### config.mk
export PLATFORM = sky130hd
export DESIGN_NAME = rotl_log
export DESIGN_NICKNAME = d
export VERILOG_FILES = /design/src/rtl/core/assert_macros.svh /design/src/rtl/core/rotl_pkg.sv /design/src/rtl/core/rotl_log.sv
export SDC_FILE = /design/constraint.sdc
export NUM_CORES = 1
export LEC_CHECK = 0
export BUFFER_PORTS_ARGS = -buffer_cell sky130_fd_sc_hd__buf_2
export CAP_MARGIN = 30
export CORE_ASPECT_RATIO = 0.5
export CORE_MARGIN = 2
export CORE_UTILIZATION = 39
export CTS_CLUSTER_SIZE = 14
export DETAILED_ROUTE_END_ITERATION = 10
export GPL_TIMING_DRIVEN = 0
export PLACE_DENSITY = 0.63
export SYNTH_ARGS = -nofsm -noshare
export SYNTH_HDL_FRONTEND = slang
export SYNTH_SLANG_ARGS = --single-unit
### constraint.sdc
create_clock -name clk -period 4.7 [get_ports clk]
set_clock_uncertainty 0.05 [all_clocks]
set_input_delay 0.94 -clock clk [delete_from_list [all_inputs] [get_ports clk]]
set_output_delay 0.94 -clock clk [all_outputs]
set_load 0.02 [all_outputs]
### src/rtl/core/assert_macros.svh
// Assertion macros for the core RTL. Each use names a label, a property and a message.
// The properties are clocked on clk and disabled while arst_n is low.
`ifndef ASSERT_MACROS_SVH
`define ASSERT_MACROS_SVH

`ifndef SYNTH

`define ROTL_ASSERT(label, prop, msg) \
	label: assert property (@(posedge clk) disable iff (!arst_n) (prop)) else $error(msg);

`define ROTL_ASSERT_NEVER(label, expr, msg) \
	label: assert property (@(posedge clk) disable iff (!arst_n) !(expr)) else $error(msg);

`else

`define ROTL_ASSERT(label, prop, msg)

`define ROTL_ASSERT_NEVER(label, expr, msg)

`endif

`endif

### src/rtl/core/rotl_pkg.sv
`default_nettype none

package rotl_pkg;

	localparam int TABLE_SLOTS_DEF = 64;
	localparam int LOG_DEPTH_DEF   = 16;

	localparam int TYPE_W = 8;
	localparam int RES_W  = 16;
	localparam int OWN_W  = 16;
	localparam int IDX_W  = 4;
	localparam int CNT_W  = 5;

	localparam logic OP_REQUEST = 1'b0;
	localparam logic OP_READ    = 1'b1;

	typedef struct packed {
		logic              opcode;
		logic [TYPE_W-1:0] req_type;
		logic [RES_W-1:0]  resource;
		logic [OWN_W-1:0]  requester;
		logic [IDX_W-1:0]  log_index;
	} rotl_in_t;

	typedef struct packed {
		logic              granted;
		logic              log_valid;
		logic [CNT_W-1:0]  log_count;
		logic [TYPE_W-1:0] log_type;
		logic [RES_W-1:0]  log_resource;
		logic [OWN_W-1:0]  log_owner;
		logic              log_granted;
	} rotl_out_t;

	typedef struct packed {
		logic [TYPE_W-1:0] rec_type;
		logic [RES_W-1:0]  rec_resource;
		logic [OWN_W-1:0]  rec_owner;
		logic              rec_granted;
	} rotl_entry_t;

	// Running flags passed from cell to cell, lowest slot first
	typedef struct packed {
		logic hit;
		logic free;
		logic ok;
	} rotl_chain_t;

endpackage

`default_nettype wire

### src/rtl/core/rotl_log.sv
`default_nettype none

module rotl_log #(
	parameter int LOG_DEPTH = rotl_pkg::LOG_DEPTH_DEF
) (
	input  wire logic                          clk,
	input  wire logic                          arst_n,
	input  wire logic                          rd_en,
	input  wire logic                          rd_req,
	input  wire logic [rotl_pkg::IDX_W-1:0]    rd_idx,
	input  wire logic                          wr_en,
	input  wire rotl_pkg::rotl_entry_t         wr_entry,
	output rotl_pkg::rotl_entry_t              rd_entry,
	output logic                               rd_hit,
	output logic [rotl_pkg::CNT_W-1:0]         count
);

	localparam int AW   = (LOG_DEPTH > 1) ? $clog2(LOG_DEPTH) : 1;
	localparam int CW   = $clog2(LOG_DEPTH + 1);
	localparam int SW   = ((AW > rotl_pkg::IDX_W) ? AW : rotl_pkg::IDX_W) + 1;
	localparam int CMPW = (CW > rotl_pkg::IDX_W) ? CW : rotl_pkg::IDX_W;

	rotl_pkg::rotl_entry_t mem [LOG_DEPTH];

	logic [AW-1:0] head_q;
	logic [CW-1:0] fill_q;
	logic [CW-1:0] fill_nx;
	logic          full;
	logic [AW-1:0] oldest;
	logic [SW-1:0] pos_sum;
	logic [SW-1:0] pos_wrap;
	logic          in_range;

	assign full     = (fill_q == CW'(LOG_DEPTH));
	assign oldest   = full ? head_q : '0;
	assign pos_sum  = SW'(oldest) + SW'(rd_idx);
	assign pos_wrap = (pos_sum >= SW'(LOG_DEPTH)) ? (pos_sum - SW'(LOG_DEPTH)) : pos_sum;
	assign in_range = (CMPW'(rd_idx) < CMPW'(fill_q));

	assign fill_nx = (wr_en && !full) ? (fill_q + 1'b1) : fill_q;
	assign count   = rotl_pkg::CNT_W'(fill_nx);

	always_ff @(posedge clk or negedge arst_n) begin
		if (!arst_n) begin
			head_q <= '0;
			fill_q <= '0;
			rd_hit <= 1'b0;
		end else begin
			if (wr_en) begin
				head_q <= (head_q == AW'(LOG_DEPTH - 1)) ? '0 : (head_q + 1'b1);
				fill_q <= fill_nx;
			end
			if (rd_en) begin
				rd_hit <= rd_req & in_range;
			end
		end
	end

	always_ff @(posedge clk) begin
		if (wr_en) begin
			mem[head_q] <= wr_entry;
		end
		if (rd_en) begin
			rd_entry <= mem[pos_wrap[AW-1:0]];
		end
	end

endmodule

`default_nettype wire
# Word level (Yosys, flattened, before mapping)
# Memory sizes are Yosys's and may differ from the RTL's. A register that Yosys moved wholly into a read port is not among the register bits.
# Index checks and enable logic that the tools add are counted.
[word_totals] regBits=10 ramBits=656 inputBits=50 out_inout_bits=47 elab_cells=21 mem_count=1
[memory_table] memory="mem" depth=16 word_bits=41 read_ports=1 rd_clocked_by_memory_dff=1 write_ports=1 line_no="rotl_log.sv:23" text="rotl_pkg::rotl_entry_t mem [LOG_DEPTH];"
[classes] add_sub_neg=4 magnitude_cmp=2 eq_ne=2 mux=6 bitwise_logic=1 n_reduce_logical=2
[op_table] operator="4-bit 2-to-1 mux" count=3
[op_table] operator="4-bit by 4-bit adder with 5-bit output" count=1
[op_table] operator="5-bit by 1-bit adder with 5-bit output (second input constant)" count=1
[op_table] operator="5-bit == test (second input constant)" count=1
[op_table] operator="5-bit >= comparator (second input constant)" count=1
[op_table] operator="4-bit by 5-bit < comparator with 1-bit output" count=1
[op_table] operator="5-bit 2-to-1 mux" count=1
[op_table] operator="4-bit by 1-bit adder with 4-bit output (second input constant)" count=1
[op_table] operator="4-bit == test (second input constant)" count=1
[op_table] operator="4-bit by 1-bit subtractor with 4-bit output (second input constant)" count=1
[op_table] operator="1-bit 2-to-1 mux" count=2
[op_table] operator="1-bit bitwise AND" count=1
[op_table] operator="1-bit logical AND" count=1
[op_table] operator="1-bit zero test" count=1

# Depth between registers and ports, before layout
[depth] depth_word=5 depth_mapped=11

# Worst setup path before layout
# OpenSTA, ideal clock, no wires.
[synth_timing] kind="input to register" start="input wr_en" end="memory mem[1][0] in the netlist's numbering, enable pin" t_arrival_ps=4180 required_ps=4160 setup_slack_ps=-21 path_stages=3 path_buffers=1 path_cell_list="buf_1 > nand2_1 > nor3_1"
[synth_via] elab_chain_cells=2
[synth_rtl] item="start: declaration" line_no="rotl_log.sv:11" text="input wire logic wr_en,"
[synth_rtl] item="1-bit 2-to-1 mux" line_no="rotl_log.sv:60" text="if (wr_en) begin"
[synth_rtl] item="1-bit 2-to-1 mux (not written as such)" line_no="rotl_log.sv:61" text="mem[head_q] <= wr_entry;"
[synth_rtl] item="end: declaration" line_no="rotl_log.sv:23"
# No other way between the ends.

# Final worst setup path
[layout_timing] start="register fill_q[0]" end="register, netlist name rd_entry[32]"
[layout_via] elab_chain_cells=5 word_cells_on_any_way=6
[layout_rtl] item="start: declaration" line_no="rotl_log.sv:26" text="logic [CW-1:0] fill_q;"
[layout_rtl] item="start signal: assignment" line_no="rotl_log.sv:51" text="fill_q <= fill_nx;"
[layout_rtl] item="5-bit == test *" line_no="rotl_log.sv:34" text="assign full = (fill_q == CW'(LOG_DEPTH));"
[layout_rtl] item="4-bit 2-to-1 mux *" line_no="rotl_log.sv:35" text="assign oldest = full ? head_q : '0;"
[layout_rtl] item="4-bit by 4-bit adder with 5-bit output *" line_no="rotl_log.sv:36" text="assign pos_sum = SW'(oldest) + SW'(rd_idx);"
[layout_rtl] item="4-bit by 1-bit subtractor with 4-bit output / 5-bit >= comparator (equally long branches)" line_no="rotl_log.sv:37" text="assign pos_wrap = (pos_sum >= SW'(LOG_DEPTH)) ? (pos_sum - SW'(LOG_DEPTH)) : pos_sum;"
[layout_rtl] item="4-bit 2-to-1 mux *" line_no="rotl_log.sv:37"
# Mark *: on every way between the ends. The rest lies on a longest branch, timed or not.
# A chain may end at the register's enable or synchronous reset.

==> impl_metrics.tcl <==
set metrics [dict create \
    avgSynthCellArea_um2 23.9 \
    internal_power_uw 11700 \
    synthFlopType "edfxtp_1" \
    grt-busiest-layer "met2" \
    start_util_pct 39.3 \
    cp-startpoint "fill_q[0]" \
    final_cell_area_um2 31700 \
    totalWireLength_mm 59.5 \
    clk_latency_ns 0.60 \
    synthTopCellsByArea "edfxtp_1 (78%), mux4_2 (14%), mux2i_1 (4.6%)" \
    synth_top_cell_by_area "edfxtp_1" \
    fin_ws_ns 0.320 \
    combPwrFrac_pct 17.5 \
    grt_pass1_wl_mm 86.6 \
    core_area_um2 68700 \
    most-common-layout-cells "edfxtp_1 (697), mux4_2 (164), mux2i_1 (123), buf_2 (114), clkbuf_16 (71)" \
    nNetsFinal 1412 \
    clkPwrFrac_pct 33.0 \
    clockBufferDepth 3 \
    dpl-instance-area_um2 29500 \
    seqCellArea_um2 21200 \
    syn-num-nets 1194 \
    layout-drive-gt1-share_pct 32.1 \
    holdCritPathClass "in -> async" \
    synth_edf_count 697 \
    p_seq_share_pct 49.5 \
    place_inst 2185 \
    rsz0062_at_grt "no" \
    r2r-start "fill_q[0]" \
    path_max_fanout 10 \
    numCtsBuffers 69 \
    clock_sinks 707 \
    tightest_slew_ns 0.989 \
    ys_types 31 \
    root_buffer "clkbuf_16" \
    timing.fmax_mhz 228 \
    p_per_area_nw_per_um2 499 \
    cap_violations 0 \
    crit_arrival_ns 4.65 \
    max-vdd-ir-drop_uv 214 \
    postSynthCellCount 1131 \
    switching_share_pct 25.7 \
    h-tree-depth 3 \
    drc 0 \
    drt_iter0_drc 1385 \
    met2_usage_pct 28.4 \
    pre_cts_ws_ns 0.309 \
    slew_headroom_pct 34.1 \
    ant_nets 0 \
    setup_viol 0 \
    netlist_area_um2 27000 \
    crit_required_ns 4.97 \
    fill_cells 5527 \
    hold_buffers 0 \
    die_h_um 190 \
    grt_max_degree 31 \
    setup_tns_ns 0 \
    fp.dieW_um 376 \
    post_cts_resized 0 \
    setup.worst_path.start_class "register" \
    syn2layout_area_growth_pct 17.3 \
    post-route-min-period_ns 4.38 \
    slew_violations 0 \
    met3_usage_pct 2.97 \
    p_leak_uw 0.0105 \
    grt-ovfl-total 0 \
    cts_tree "built" \
    dr_total_vias 12400 \
    ys_warn_count 0 \
    grt_antenna_before_repair 4 \
    ios 97 \
    status "finished, final reports clean" \
    dr.pass1.iters 5 \
    synth-seq-area-share_pct 78.4 \
    instances_no_fill 2316 \
    path_clk_slew_ns 0.06 \
    post_cts_buffers 0 \
    cp-end-kind "register" \
    die-area_um2 71500 \
    grt_pass1_vias 13000 \
    crit_type "reg -> reg" \
    ys_ff_latch 707 \
    post_drt_wl_per_cell_um 25.7 \
    port_buffers 96 \
    rows 68 \
    layout_commonest_cell "edfxtp_1" \
    drt-vias-per-instance 5.35 \
    async_flop_share_pct 1.41 \
    post-dp-hpwl_mm 37.2 \
    grt_usage_pct 16.7 \
    p_sw_uw 4060 \
    gp_congestion 0.746 \
    hold_viol_final 0 \
    final_min_period_over_clock_period_pct 93.2 \
    grt_use_met1_pct 22.5 \
    multi_input_area_um2 5620 \
    fin_util_pct 46.1 \
    synth_top_area_share_pct 77.5 \
]
[stage by stage]
step / total power, uW / hold WS, ns
floorplan: 9580 / 0.455
global route: 16400 / 0.133
global placement: 10500 / 0.478
CTS: 15900 / 0.125
finish: 15800 / 0.146
detailed placement: 10700 / 0.507
[flip-flops by register name, summed over array words and instances, names as in the netlist]
name      count
head_q        4
rd_hit        1
mem         656
rd_entry     41
fill_q        5
[metal layers]
| metal | routed length (um) | part of all wire [%] |
|---|---|---|
| met1 | 25000 | 42 |
| met3 | 3440 | 5.8 |
| met2 | 29900 | 50 |
| met5 | 13 | 0.022 |
| met4 | 1110 | 1.9 |
[cells in the mapped netlist (4+ instances only)]
master    number
buf_2         18
buf_6          4
clkbuf_1      27
dfrtp_1       10
edfxtp_1     697
ha_1          12
inv_1          9
mux2i_1      123
mux4_2       164
nand2_1        8
nor2_1        13
nor3_1         5
o21ai_0        6
xnor2_1        8
[worst max-delay path, cell delays in order (launching register included)]
cell and delay (ns):
dfrtp_1 0.44, inv_1 0.09, ha_1 0.21, and4bb_4 0.23, and2_2 0.20, ha_1 0.21
fa_1 0.56, clkbuf_1 0.51, clkbuf_1 0.79, mux4_2 0.41, mux2i_1 0.23, mux2i_1 0.16
[final cells by class]
| cell class | instances | share of cell area, % |
|---|---|---|
| diodes | 3 | 0.0237 |
| plain buffers | 51 | 0.861 |
| clock buffers | 96 | 5.90 |
| clock inverters | 29 | 0.731 |
| inverters | 9 | 0.107 |
| multi-input cells | 364 | 17.8 |
| flip-flops and latches | 707 | 66.9 |
| well taps | 910 | 3.59 |
| repair buffers | 147 | 4.17 |
[path summary, 6_finish.rpt]
check,endpoint,slack (ns),depth (start not counted)
hold reg to reg,fill_q[4],0.52,1
hold / removal,head_q[1],0.15,1
max in group asynchronous,head_q[3],4.27,1
setup / recovery,rd_entry[32],0.32,11
min in group clk,fill_q[4],0.52,1
setup reg to reg,rd_entry[32],0.32,11
[power groups by stage]
stage	combinational, uW	clock, uW	sequential [uW]
floorplan	1540	0	8040
global placement	2460	0	8010
detailed placement	2790	0	7950
CTS	2800	5290	7820
global route	2950	5550	7870
finish	2770	5220	7820
[cell families (layout without fill, tap and decap cells)]
logic type / count (synthesis) / count (layout) / synth area share (%)
flip-flops: 707 / 707 / 78.4
multiplexers: 289 / 289 / 18.3
buffers and inverters: 60 / 332 / 1.14
AND/OR/NAND/NOR: 38 / 38 / 0.723
adder cells (fa/ha/maj): 13 / 13 / 0.630
AO/OA/AOI/OAI: 13 / 13 / 0.306
XOR/XNOR: 11 / 11 / 0.440
other: 0 / 3 / 0
Note: power is estimated with default switching activity, not from simulation.
