==> src/rtl/core/assert_macros.svh <==
// Assertion macros for the core RTL. Each use names a label, a property and a message.
// The properties are clocked on clk and disabled while arst_n is low.
`ifndef ASSERT_MACROS_SVH
`define ASSERT_MACROS_SVH

`ifndef SYNTH

`define ROTL_ASSERT(label, prop, msg) \
	label: assert property (@(posedge clk) disable iff (!arst_n) (prop)) else $error(msg);

`define ROTL_ASSERT_NEVER(label, expr, msg) \
	label: assert property (@(posedge clk) disable iff (!arst_n) !(expr)) else $error(msg);

`else

`define ROTL_ASSERT(label, prop, msg)

`define ROTL_ASSERT_NEVER(label, expr, msg)

`endif

`endif

==> src/rtl/core/rotl_pkg.sv <==
`default_nettype none

package rotl_pkg;

	localparam int TABLE_SLOTS_DEF = 64;
	localparam int LOG_DEPTH_DEF   = 16;

	localparam int TYPE_W = 8;
	localparam int RES_W  = 16;
	localparam int OWN_W  = 16;
	localparam int IDX_W  = 4;
	localparam int CNT_W  = 5;

	localparam logic OP_REQUEST = 1'b0;
	localparam logic OP_READ    = 1'b1;

	typedef struct packed {
		logic              opcode;
		logic [TYPE_W-1:0] req_type;
		logic [RES_W-1:0]  resource;
		logic [OWN_W-1:0]  requester;
		logic [IDX_W-1:0]  log_index;
	} rotl_in_t;

	typedef struct packed {
		logic              granted;
		logic              log_valid;
		logic [CNT_W-1:0]  log_count;
		logic [TYPE_W-1:0] log_type;
		logic [RES_W-1:0]  log_resource;
		logic [OWN_W-1:0]  log_owner;
		logic              log_granted;
	} rotl_out_t;

	typedef struct packed {
		logic [TYPE_W-1:0] rec_type;
		logic [RES_W-1:0]  rec_resource;
		logic [OWN_W-1:0]  rec_owner;
		logic              rec_granted;
	} rotl_entry_t;

	// Running flags passed from cell to cell, lowest slot first
	typedef struct packed {
		logic hit;
		logic free;
		logic ok;
	} rotl_chain_t;

endpackage

`default_nettype wire

==> src/rtl/core/rotl_cell.sv <==
`default_nettype none

module rotl_cell (
	input  wire logic                  clk,
	input  wire logic                  arst_n,
	input  wire logic                  capture,
	input  wire rotl_pkg::rotl_in_t    cmp_item,
	input  wire logic                  commit,
	input  wire rotl_pkg::rotl_in_t    wr_item,
	input  wire logic                  no_hit,
	input  wire rotl_pkg::rotl_chain_t chain_in,
	output rotl_pkg::rotl_chain_t      chain_out,
	output logic                       wr
);

	logic [rotl_pkg::TYPE_W-1:0] type_q;
	logic [rotl_pkg::RES_W-1:0]  res_q;
	logic [rotl_pkg::OWN_W-1:0]  owner_q;
	logic                        hit_q;
	logic                        free_q;
	logic                        own_q;
	logic                        sel_hit;
	logic                        sel_free;

	// Compare against the incoming item while it is accepted
	always_ff @(posedge clk or negedge arst_n) begin
		if (!arst_n) begin
			hit_q  <= 1'b0;
			free_q <= 1'b0;
			own_q  <= 1'b0;
		end else if (capture) begin
			hit_q  <= (owner_q != '0) && (type_q == cmp_item.req_type)
				&& (res_q == cmp_item.resource);
			free_q <= (owner_q == '0);
			own_q  <= (owner_q == cmp_item.requester);
		end
	end

	assign sel_hit  = hit_q & ~chain_in.hit;
	assign sel_free = free_q & ~chain_in.free & no_hit;

	assign chain_out.hit  = chain_in.hit | hit_q;
	assign chain_out.free = chain_in.free | free_q;
	assign chain_out.ok   = chain_in.ok | (sel_hit & own_q);

	// A hit that is granted keeps its owner, so only a fresh slot is written
	assign wr = commit & sel_free;

	always_ff @(posedge clk or negedge arst_n) begin
		if (!arst_n) begin
			type_q  <= '0;
			res_q   <= '0;
			owner_q <= '0;
		end else if (wr) begin
			type_q  <= wr_item.req_type;
			res_q   <= wr_item.resource;
			owner_q <= wr_item.requester;
		end
	end

endmodule

`default_nettype wire

==> config.mk <==
export PLATFORM = sky130hd
export DESIGN_NAME = rotl_cell
export DESIGN_NICKNAME = d
export VERILOG_FILES = /design/src/rtl/core/assert_macros.svh /design/src/rtl/core/rotl_pkg.sv /design/src/rtl/core/rotl_cell.sv
export SDC_FILE = /design/constraint.sdc
export NUM_CORES = 1
export LEC_CHECK = 0
export BUFFER_PORTS_ARGS = -buffer_cell sky130_fd_sc_hd__buf_2
export CORE_AREA = 2 2 69 71
export DETAILED_ROUTE_END_ITERATION = 6
export DIE_AREA = 0 0 71 73
export PLACE_DENSITY = 0.82
export SLEW_MARGIN = 30
export SYNTH_ARGS = -nofsm -noshare
export SYNTH_HDL_FRONTEND = slang
export SYNTH_SLANG_ARGS = --single-unit
==> constraint.sdc <==
create_clock -name clk -period 4.06 [get_ports clk]
set_input_delay 0.203 -clock clk [delete_from_list [all_inputs] [get_ports clk]]
set_output_delay 0.203 -clock clk [all_outputs]
set_load 0.02 [all_outputs]
* After elaboration in Yosys (flattened, before gate mapping)
Index checks and enable logic that the tools add are counted.
Word-level totals: register bits after elaboration 43, output and inout bits 4
Operators by class: equal/unequal tests 3, bitwise logic cells 10, reductions and logical operators 4
Operator list (count):
- $eq 16x16->1 | 2
- $logic_not 16->1 | 1
- $reduce_bool 16->1 | 1
- $eq 8x8->1 | 1
- $and 1x1->1 | 5
- $or 1x1->1 | 3
- $logic_and 1x1->1 | 2
- $not 1->1 | 2

* Longest topological paths before layout
Gate-level depths: netlist of the first run.
depth in word-level cells 4, depth in mapped cells 5, gate-level depth less buffers 4

* Worst setup path before layout of the first run
No wires, ideal clock.
path kind register -> register, start point register type_q[6] (netlist bit), end point register hit_q, library setup time 0.080 ns, data arrival time 1.216 ns, slack 2.763 ns, stages on the path, launching flop included 5, buffers on the path 0, clock period less this slack 1.297 ns, cells stage by stage dfrtp_1 > xnor2_1 > nand4_1 > or4_1 > o22ai_2
Between the ends: longest elaborated chain between the ends 3
Ends and longest elaborated chain:
- start, declared | line rotl_cell.sv:16 | logic [rotl_pkg::TYPE_W-1:0] type_q;
- start signal, assigned | line rotl_cell.sv:55 | type_q <= wr_item.req_type;
- $eq 8x8->1 | line rotl_cell.sv:32 | hit_q <= (owner_q != '0) && (type_q == cmp_item.req_type)
- $logic_and 1x1->1 | line rotl_cell.sv:32
- $logic_and 1x1->1 | line rotl_cell.sv:33 | && (res_q == cmp_item.resource);
- end signal, assigned | line rotl_cell.sv:32
- end, declared | line rotl_cell.sv:19 | logic hit_q;
Every way passes these cells. A chain may end at the register's enable or synchronous reset.

* Final worst setup path of the first run
start point register free_q, end point output port wr
Between the ends: longest elaborated chain between the ends 3
Ends and longest elaborated chain:
- start, declared | line rotl_cell.sv:20 | logic free_q;
- start signal, assigned | line rotl_cell.sv:34 | free_q <= (owner_q == '0);
- $and 1x1->1 (2 in a row) | line rotl_cell.sv:40 | assign sel_free = free_q & ~chain_in.free & no_hit;
- $and 1x1->1 | line rotl_cell.sv:47 | assign wr = commit & sel_free;
- end, declared | line rotl_cell.sv:13 | output logic wr
Every way passes these cells.

==> summary.md, run 1 <==
| Metric | Value |
|---|---|
| Clk buf depth | `2` |
| Die Y | `about 73 um` |
| DR WL/cell | `12.1 um` |
| TNS Setup | `0 ns` |
| GRT Overall Usage | `between 10% and 20%` |
| Area post-placement | `around 2600 sq um` |
| Via density per instance | `4.79` |
| Min Tclk post-route | `between 2 and 2.5 ns` |
| TritonCTS Buffers | `5` |
| Largest net degree at the start of global routing | `44` |
| Pwr Density | `566 nW/um^2` |
| TritonRoute pass-1 iters | `4` |
| RSZ-0062 raised after global routing | `false` |
| Syn avg cell area | `8.76 sq um` |
| Share of the synthesized area in the top cell type | `51.0%` |
| Critical path cell sequence | `nand4b_1, buf_4, inv_2, buf_2` |
| Cells after Synth | `between 200 and 250` |
| Post-CTS Resized | `0` |
| Fin nets | `~430` |
| Leading area contributor after synthesis | `dfrtp_1` |
| Worst EP arrival | `around 1.9 ns` |
| Post-synthesis sequential area ratio | `between 50% and 60%` |
| Post-CTS Hold Fix Bufs | `0` |
| Largest stage delay, worst path | `0.56 ns` |
| Synth cell types | `19` |
| CTS Root Cell | `clkbuf_8` |
| Clock skew | `0.00677 ns` |
| Max-slew headroom | `around 54%` |
| RD Place Congestion | `~0.79` |
| Mapped Nets | `approximately 340` |
| Grt met3 use | `under 10%` |
| Slew @ Worst Pin | `0.687 ns` |
| Layout cells sized above 1 | `a little under a third` |
| DR iter-0 viols | `78` |
| Leak pwr | `around 1.5 nW` |
| GRT busiest layer | `met2` |
| GR met1 Demand/Resource | `about 23%` |
| Initial core utilization | `a little under half` |
| Final Hold Viols | `0` |
| Number of fill cells | `just over 400` |
| DIE AREA | `just over 5000 sq um` |
| Outcome | `completed` |
| DRT Wirelength | `roughly 4700 um` |
| Ratio of final minimum period to clock period | `about 52%` |
| TritonCTS clock tree | `done` |
| Cell Area, Synth | `~2100 sq um` |
| Setup slack after layout | `between 1.5 and 2 ns` |
| PortBufs | `slightly above 90` |
| Die width | `just over 70 um` |
| Ranking of synthesized cells by area | `dfrtp_1, nand2_1, xnor2_1` |
| CORE AREA | `roughly 4500 sq um` |
| Post-route ant nets | `0` |
| Grt total ovfl | `0` |
| Worst setup path class | `flop to output port` |
| Achievable Freq | `between 400 and 500 MHz` |
| Pre-CTS setup slack | `2.25 ns` |
| Htree depth | `2` |
| Row count | `25` |
| Most frequent cells in the layout | `nand2_1, buf_2, dfrtp_1` |
| Met2 Usage GRT | `a little over a third` |
| Hold WS | `around 0.1 ns` |
| Post-CTS Setup Bufs | `0` |
| Initial antenna violation count | `0` |
| Num Clock Sinks | `43` |
| Final slew viol count | `0` |
| CP max stage cell | `inv_2` |
| Clk Latency, worst-skew pair | `about 0.29 ns` |
| Critical Path Start Type | `flop` |
| Detail Placement HPWL | `approximately 3500 um` |
| Design area | `around 2700 sq um` |
| Peak supply drop | `0.000238 V` |
| Antenna cells | `0` |
| Required time worst endpoint | `~3.9 ns` |
| Max_cap viols | `0` |
| Ys Warns | `0` |
| IO Count | `102` |
| CTS clk-pin slew, worst paths | `0.08 ns` |
| Area growth syn-to-layout | `28.8%` |
| DR vias | `1859` |
| Hold WC Path Type | `primary input to flop` |
| Most common cell after layout, fill and taps aside | `nand2_1` |
| Worst Setup End Kind | `output port` |
| Vias in the first global route | `about 1900` |
| Remaining DRCs | `0` |
| Global-route wire length before repair | `8000 um` |
| Final setup violation count | `0` |
| Register bit total from synthesis | `43` |
| Reg-to-reg slack, setup | `approximately 2.4 ns` |
| CP Max Fanout | `slightly above 40` |
-- cells by family (layout without fill, tap and decap cells) --
kind of cell    count (synthesis)  in the layout  share of synthesized area, %
simple gates                  142            142                          28.0
flops                          43             43                          51.0
xor+xnor                       40             40                          16.6
buf+inv                        12            105                          2.37
compound gates                  2              2                          1.01
mux                             2              2                          1.01
-- layout make-up --
cell class              count  area [sq um]  area share, %
multi-input cells         186           985           36.2
clock buffers               8           100           3.68
inverters                   4          15.0          0.552
well taps                  54          67.6           2.49
flip-flops and latches     43          1080           39.6
repair buffers             93           475           17.5
-- stage by stage --
step           power (mW)  instances  util (%)
5_1_grt              1.67        388      59.9
2_1_floorplan        1.11        241         -
4_1_cts              1.56        387      59.7
3_5_place_dp         1.26        379      57.5
6_report             1.54        388      59.9
3_3_place_gp         1.23        379      57.5
-- flip-flops by register name, indices dropped and copies added (netlist names) --
register	flops
own_q	1
type_q	8
owner_q	16
res_q	16
hit_q	1
free_q	1
-- synthesized netlist by cell type (all sizes together) --
master,number
nand4b,1
nor3,1
or2,1
xnor2,29
dfrtp,43
clkbuf,4
nor4,7
mux2,1
nand4,9
or4,1
inv,4
xor2,11
a31o,1
nand2,122
o22ai,1
mux2i,1
buf,4
-- critical path, delay by kind of cell, from the launching register on --
family / cells / cell delay (ns)
simple gates: 1 / 0.12
flops: 1 / 0.37
buf+inv: 3 / 1.13
-- path summary, 6_finish.rpt --
| check | start | end | depth (start not counted) |
|---|---|---|---|
| setup / recovery | free_q | wr | 4 |
| hold / removal | wr_item[33] | res_q[13] | 3 |
| setup reg to reg | free_q | owner_q[15] | 5 |
| hold reg to reg | res_q[6] | res_q[6] | 2 |
| max in group asynchronous | arst_n | owner_q[9] | 2 |
| min in group asynchronous | arst_n | res_q[13] | 2 |
-- layer usage --
layer	vias to the layer above	share of wire, %	wire length, um
met4	0	0.72	34
met5	-	0	0
met2	47	52	2460
li1	946	-	-
met3	2	4.4	206
met1	864	42	1990
-- report_power, final --
| part | switching, mW | internal, mW |
|---|---|---|
| Combinational | 0.209 | 0.251 |
| Clock | 0.139 | 0.155 |
| Sequential | 0.162 | 0.622 |
Power figures use the tool's default switching activity.
==> inputs of run 2 (changes only) <==
--- a/config.mk
+++ b/config.mk
@@ -6,10 +6,10 @@
 export NUM_CORES = 1
 export LEC_CHECK = 0
 export BUFFER_PORTS_ARGS = -buffer_cell sky130_fd_sc_hd__buf_2
-export CORE_AREA = 2 2 69 71
+export CORE_AREA = 2 2 75 77
 export DETAILED_ROUTE_END_ITERATION = 6
-export DIE_AREA = 0 0 71 73
-export PLACE_DENSITY = 0.82
+export DIE_AREA = 0 0 77 79
+export PLACE_DENSITY = 0.74
 export SLEW_MARGIN = 30
 export SYNTH_ARGS = -nofsm -noshare
 export SYNTH_HDL_FRONTEND = slang
==> constraint.sdc (replaced) <==
create_clock -name clk -period 1.8 [get_ports clk]
set_input_delay 0.09 -clock clk [delete_from_list [all_inputs] [get_ports clk]]
set_output_delay 0.09 -clock clk [all_outputs]
set_load 0.02 [all_outputs]
==> run 2 against run 1 <==
  * The run now ends with negative hold slack left
  * Worst setup slack worse by 1.6 ns
  * Utilization down 0.62 points
  * Sequential cell count unchanged
  * First-iteration DRC count down 7.7%
  * Clock skew down 0.00098 ns
  * Combinational power up 140%
  * Critical endpoint unchanged
==> summary.md, run 2 (synthesis gave the netlist of run 1 again) <==
| Metric | Value |
|---|---|
| Outcome | `finished, violations left` |
| Failing checks | `negative hold slack` |
| Worst Setup End Kind | `output port` |
| Detail Placement HPWL | `roughly 3700 um` |
| Top delay family on crit path | `buffers and inverters` |
| DR iter-0 viols | `slightly above 70` |
| Number of cells on the worst hold path | `3` |
| Routed wl met3 | `216 um` |
| Post-route insts no fill | `about 450` |
| Worst EP arrival | `roughly 1.4 ns` |
| Largest net degree at the start of global routing | `just over 40` |
| Remaining DRCs | `0` |
| TritonCTS Buffers | `5` |
| Min Tclk post-route | `1.46 ns` |
| Hold WC Path Type | `primary input to flop` |
| Clk Latency, worst-skew pair | `roughly 0.3 ns` |
| CP Buf/Inv Count | `2` |
| Ratio of final minimum period to clock period | `80.9%` |
| DRT Wirelength | `~5500 um` |
| Post-CTS Resized | `0` |
| DIE AREA | `around 6100 sq um` |
| DR vias | `2001` |
| Via density per instance | `roughly 4.5` |
| Num Clock Sinks | `43` |
| Design area | `between 3000 and 4000 sq um` |
| TNS Setup | `0 ns` |
| Peak supply drop | `just over 0.0008 V` |
| Most common cell after layout, fill and taps aside | `nand2_1` |
| CP Max Fanout | `18` |
| TritonCTS clock tree | `done` |
| Worst hold endpoint | `res_q[6]` |
| DR top layer | `met4` |
| FF-to-FF path depth | `4` |
| Met1 wire length | `roughly 2400 um` |
| Critical Path Start Type | `flop` |
| PortBufs | `91` |
| RR Startpoint | `type_q[6]` |
| CORE AREA | `~5300 sq um` |
| Critical path cell sequence | `nand4b_1, inv_2, buf_2` |
| Max_cap viols | `0` |
| Most frequent cells in the layout | `nand2_1, buf_2, dfrtp_1` |
| Antenna cells | `0` |
| Max-slew headroom | `62.1%` |
| Die width | `77 um` |
| Die Y | `79 um` |
| Initial core utilization | `39.5%` |
| Clock skew | `approximately 0.0058 ns` |
| Fin nets | `470` |
| Leak pwr | `about 1.7 nW` |
| Area growth syn-to-layout | `50.0%` |
| Hold WS | `-0.000986 ns` |
| Final Hold Viols | `1` |
| Vias in the first global route | `1958` |
| Row count | `27` |
| Setup slack after layout | `approximately 0.34 ns` |
| Worst r2r dst | `hit_q` |
| TritonRoute pass-1 iters | `4` |
| DR WL/cell | `approximately 12 um` |
| Hold_sp | `wr_item[26]` |
| Pwr Density | `1160 nW/um^2` |
| Grt total ovfl | `0` |
| Final slew viol count | `0` |
| IO Count | `about 100` |
| Achievable Freq | `~690 MHz` |
| Pre-CTS setup slack | `between 0.3 and 0.4 ns` |
| Global-route wire length before repair | `9000 um` |
| Clk buf depth | `2` |
| GRT Overall Usage | `a little under a fifth` |
| Largest stage delay, worst path | `between 0.3 and 0.4 ns` |
| Area post-placement | `between 2000 and 3000 sq um` |
| Cells after DPL | `around 400` |
| Top Registers | `owner_q (16), res_q (16), type_q (8)` |
| CTS Root Cell | `clkbuf_8` |
| Required time worst endpoint | `approximately 1.7 ns` |
| Wire length on met2 | `about 2800 um` |
| Initial antenna violation count | `0` |
| CTS clk-pin slew, worst paths | `0.08 ns` |
| Layout cells sized above 1 | `between 20 and 30%` |
| Reg-to-reg slack, setup | `0.39 ns` |
| Final setup violation count | `0` |
| RD Place Congestion | `0.857` |
| RSZ-0062 raised after global routing | `false` |
| Htree depth | `2` |
| CP max stage cell | `dfrtp_1` |
| Worst setup path class | `flop to output port` |
| Post-route ant nets | `0` |
| Slew @ Worst Pin | `0.568 ns` |
==> run 2: repair_timing <==
item	CTS	global route
buffers inserted	0	0
endpoints found under the hold margin	59	0
hold buffers	38	0
==> run 2: final cells by class <==
cell class,count,area [sq um]
clock buffers,6,82.6
clock inverters,2,35.0
fillers,478,2170
inverters,4,15.0
multi-input cells,186,985
flip-flops and latches,43,1080
well taps,72,90.1
repair buffers,132,883
==> run 2: metrics by stage <==
stage               hold WS [ns]  power (mW)  utilization (%)
global route             0.00352        3.97             59.3
detailed placement         0.116        2.86             50.0
CTS                      0.00192        3.71             59.3
finish                 -0.000986        3.68             59.3
global placement           0.110        2.79             50.0
floorplan                 -0.206        2.50                -
==> run 2: tightest hold or removal path, stage by stage <==
cell and delay (ns):
buf_2 0.08, nand2_1 0.04, nand2_1 0.05
==> run 2: worst max path at each step <==
stage	slack, ns	cells past startpoint	start	endpoint
2_1_floorplan	0.50	4	type_q[6]	hit_q
3_3_place_gp	0.44	4	res_q[8]	hit_q
3_5_place_dp	0.39	4	type_q[6]	hit_q
4_1_cts	0.34	3	free_q	wr
5_1_grt	0.21	3	free_q	wr
6_report	0.34	3	free_q	wr
==> run 2: per-layer routing <==
layer	GRT usage, %	vias up
li1	-	1023
met1	23.3	928
met2	33.9	45
met3	4.32	5
met4	5.71	0
met5	0	-
==> run 2: where the power goes <==
group / switching (mW) / internal, mW / total, mW
combinational: 0.491 / 0.625 / 1.12
clock: 0.342 / 0.449 / 0.791
sequential: 0.373 / 1.40 / 1.78
==> inputs of run 3 (changes only) <==
--- a/config.mk
+++ b/config.mk
@@ -5,11 +5,12 @@
 export SDC_FILE = /design/constraint.sdc
 export NUM_CORES = 1
 export LEC_CHECK = 0
+export ABC_AREA = 1
 export BUFFER_PORTS_ARGS = -buffer_cell sky130_fd_sc_hd__buf_2
-export CORE_AREA = 2 2 75 77
+export CORE_AREA = 2 2 74 76
 export DETAILED_ROUTE_END_ITERATION = 6
-export DIE_AREA = 0 0 77 79
-export PLACE_DENSITY = 0.74
+export DIE_AREA = 0 0 76 78
+export PLACE_DENSITY = 0.78
 export SLEW_MARGIN = 30
 export SYNTH_ARGS = -nofsm -noshare
 export SYNTH_HDL_FRONTEND = slang
==> constraint.sdc (replaced) <==
create_clock -name clk -period 1.39 [get_ports clk]
set_input_delay 0.0695 -clock clk [delete_from_list [all_inputs] [get_ports clk]]
set_output_delay 0.0695 -clock clk [all_outputs]
set_load 0.02 [all_outputs]
==> run 3 against run 2 <==
  * The flow now finishes without violations
  * Worst setup slack worse by 0.26 ns
  * Total power is 31% lower
  * Register-to-register slack worse by 0.13 ns
  * Die area is 2.5% lower
  * Global-route usage is 2.5 points higher
  * Final cell count is 23% higher
  * Sequential share of layout area is 2.4 points lower
  * Sequential cell count stayed put
  * Sequential power is 24% lower
  * Routed wire length is 9.1% higher
  * Critical path depth is 1 higher
  * Critical path type unchanged
  * Largest power group unchanged
  * Highest routed layer unchanged
==> summary.md, run 3 <==
| Metric | Value |
|---|---|
| Outcome | `completed` |
| Max_cap viols | `0` |
| DRT Wirelength | `a little under 6000 um` |
| Clock skew | `approximately 0.0047 ns` |
| Post-synthesis compound-gate area fraction | `under 10%` |
| Remaining DRCs | `0` |
| XOR/XNOR Fraction of Synth Area | `under 10%` |
| Area of the multi-input gates | `1030 sq um` |
| Largest net degree at the start of global routing | `38` |
| DR iter-0 viols | `between 100 and 150` |
| Clk Latency, worst-skew pair | `0.29 ns` |
| Internal power component | `approximately 1.9 mW` |
| CP Max Fanout | `16` |
| Peak supply drop | `between 0.0004 and 0.0005 V` |
| Final slew viol count | `0` |
| Syn avg cell area | `between 6 and 7 sq um` |
| Mux contribution to synthesized area | `0%` |
| Post-route ant nets | `0` |
| Cell Area, Synth | `2380 sq um` |
| FF-to-FF path depth | `6` |
| CTS Root Cell | `clkbuf_8` |
| Ranking of synthesized cells by area | `dfrtp_1, nand2_1, inv_1` |
| Area growth syn-to-layout | `43.2%` |
| Layout cells sized above 1 | `between 20% and 30%` |
| Simple-Gate Fraction of Synth Area | `30.0%` |
| Logic pwr share | `a little under a fifth` |
| Vias in the first global route | `2581` |
| Clk buf depth | `2` |
| Largest family of logic cells by synthesized area | `simple AND/OR/NAND/NOR gates` |
| DR WL/cell | `approximately 11 um` |
| DIE AREA | `5930 sq um` |
| Top Registers | `owner_q (16), res_q (16), type_q (8)` |
| Post-synth top flop | `dfrtp_1` |
| Cells after Synth | `between 300 and 400` |
| Htree depth | `2` |
| EDFF count, synth | `0` |
| Min Tclk post-route | `about 1.3 ns` |
| Crit. Startpoint | `free_q` |
| Mapped Nets | `about 440` |
| TNS Setup | `0 ns` |
| Hold WC Path Type | `primary input to flop` |
| Reg-to-reg slack, setup | `0.26 ns` |
| Clock Power Share | `between 20 and 30%` |
| TritonCTS Buffers | `5` |
| Die width | `76 um` |
| Register bit total from synthesis | `between 40 and 50` |
| Synth cell types | `18` |
| Share of the synthesized area in the top cell type | `45.2%` |
| RD Place Congestion | `roughly 0.79` |
| Critical Path Start Type | `flop` |
| Initial core utilization | `a little under half` |
| Initial antenna violation count | `0` |
| Pwr Density | `around 750 nW/um^2` |
| IO Count | `~100` |
| CORE AREA | `between 5000 and 6000 sq um` |
| DR vias | `2464` |
| Adder-cell share of the synthesized area | `0%` |
| Total power | `between 2 and 3 mW` |
| Num Clock Sinks | `43` |
| Leading area contributor after synthesis | `dfrtp_1` |
| Leak pwr | `about 1.9 nW` |
| Antenna cells | `0` |
| Row count | `26` |
| Number of fill cells | `441` |
| RSZ-0062 raised after global routing | `false` |
| Die Y | `78 um` |
| Hold WS | `between 0.0003 and 0.0004 ns` |
| Slew @ Worst Pin | `approximately 0.50 ns` |
| Most common cell after layout, fill and taps aside | `nand2_1` |
| Top-count cell post-synth | `nand2_1` |
| Max-slew headroom | `66.9%` |
| CTS clk-pin slew, worst paths | `0.08 ns` |
| Global-route wire length before repair | `10500 um` |
| RR Startpoint | `free_q` |
| Post-synthesis sequential area ratio | `roughly 45%` |
| Required time worst endpoint | `roughly 1.3 ns` |
| Sw power | `between 600 and 700 uW` |
| Worst setup path class | `flop to output port` |
| Worst EP arrival | `~1.2 ns` |
| Grt total ovfl | `0` |
| Reg area | `1080 sq um` |
| Final Hold Viols | `0` |
| Achievable Freq | `between 700 and 800 MHz` |
| GRT Overall Usage | `a little over a fifth` |
| Detail Placement HPWL | `approximately 4200 um` |
| PortBufs | `91` |
| Worst Setup End Kind | `output port` |
| Most frequent cells in the layout | `nand2_1, buf_2, inv_1` |
| Synth cell count leaders | `nand2_1, inv_1, dfrtp_1` |
| Crit path capture | `wr` |
| Ys async rst share | `100%` |
| TritonCTS clock tree | `done` |
| Power share of the sequential group | `52.9%` |
| Final setup violation count | `0` |
| Ratio of final minimum period to clock period | `roughly 94%` |
| Worst r2r dst | `owner_q[14]` |
| Ys Warns | `0` |
| Switching Share | `about a quarter` |
| Fin nets | `575` |
| TritonRoute pass-1 iters | `4` |
| Via density per instance | `roughly 4.5` |
## run 3: changes by cell type after synthesis, moves of 3 or more
| cell | before | now |
|---|---|---|
| o21ai_0 | 0 | 33 |
| nand3_1 | 0 | 7 |
| buf_6 | 0 | 3 |
| nor4_1 | 7 | 0 |
| xor2_1 | 11 | 5 |
| xnor2_1 | 29 | 9 |
| nand2_1 | 122 | 146 |
| clkbuf_1 | 4 | 1 |
| inv_1 | 3 | 59 |
| nand4_1 | 8 | 1 |
| nor2_1 | 0 | 27 |
## run 3: critical path, cell delays in order, from the launching register on
cell	delay [ns]
dfrtp_1	0.41
nand4_4	0.13
inv_4	0.10
buf_12	0.14
buf_2	0.16
## run 3: metrics by stage
step	util, %	cells	cell area (sq um)	setup slack [ns]
floorplan	-	345	2380	0.359
global placement	58.2	502	2940	0.278
detailed placement	58.2	502	2940	0.264
CTS	66.8	544	3370	0.00958
global route	67.7	546	3410	0.00628
finish	67.7	546	3410	0.0832
## run 3: timing repair
item	4_1_cts	5_1_grt
endpoints found under the setup margin	0	1
gates resized for setup	0	2
hold endpoints to repair	55	0
hold buffers	36	0
setup buffers	0	1
## run 3: area by class of cell
| class | instances | share of cell area, % |
|---|---|---|
| inverter | 60 | 6.67 |
| clock buffer | 6 | 2.13 |
| tap | 70 | 2.57 |
| timing repair buffer | 133 | 26.8 |
| sequential | 43 | 31.5 |
| multi-input combinational | 234 | 30.3 |
## run 3: how the worst min path moves through the flow
stage	depth (start not counted)	slack (ns)	end	from
after floorplan	0	-0.23	free_q	arst_n
after global placement	1	0.06	res_q[3]	arst_n
after detailed placement	1	0.06	res_q[1]	arst_n
after CTS	3	0.0002	type_q[2]	wr_item[38]
after global routing	3	0.007	res_q[12]	wr_item[32]
final	3	0.0003	type_q[2]	wr_item[38]
## run 3: power groups by stage
stage	sequential [mW]	combinational, mW	clock (mW)
after floorplan	1.36	0.192	0
after global placement	1.37	0.383	0
after detailed placement	1.37	0.391	0
after CTS	1.35	0.471	0.753
after global routing	1.35	0.541	0.810
final	1.35	0.471	0.728
## run 3: layer usage
layer	GRT usage (%)	share of wire, %	vias to the layer above
li1	-	-	1283
met1	24.0	43	1103
met2	40.8	51	69
met3	4.30	4.3	9
met4	8.36	1.6	0
met5	0	0	-
## run 3: cell families (layout without fill, tap and decap cells)
logic type | Yosys count | count (layout)
AND/OR/NAND/NOR | 184 | 184
flip-flops | 43 | 43
AO/OA/AOI/OAI | 36 | 36
buffers and inverters | 68 | 199
XOR/XNOR | 14 | 14
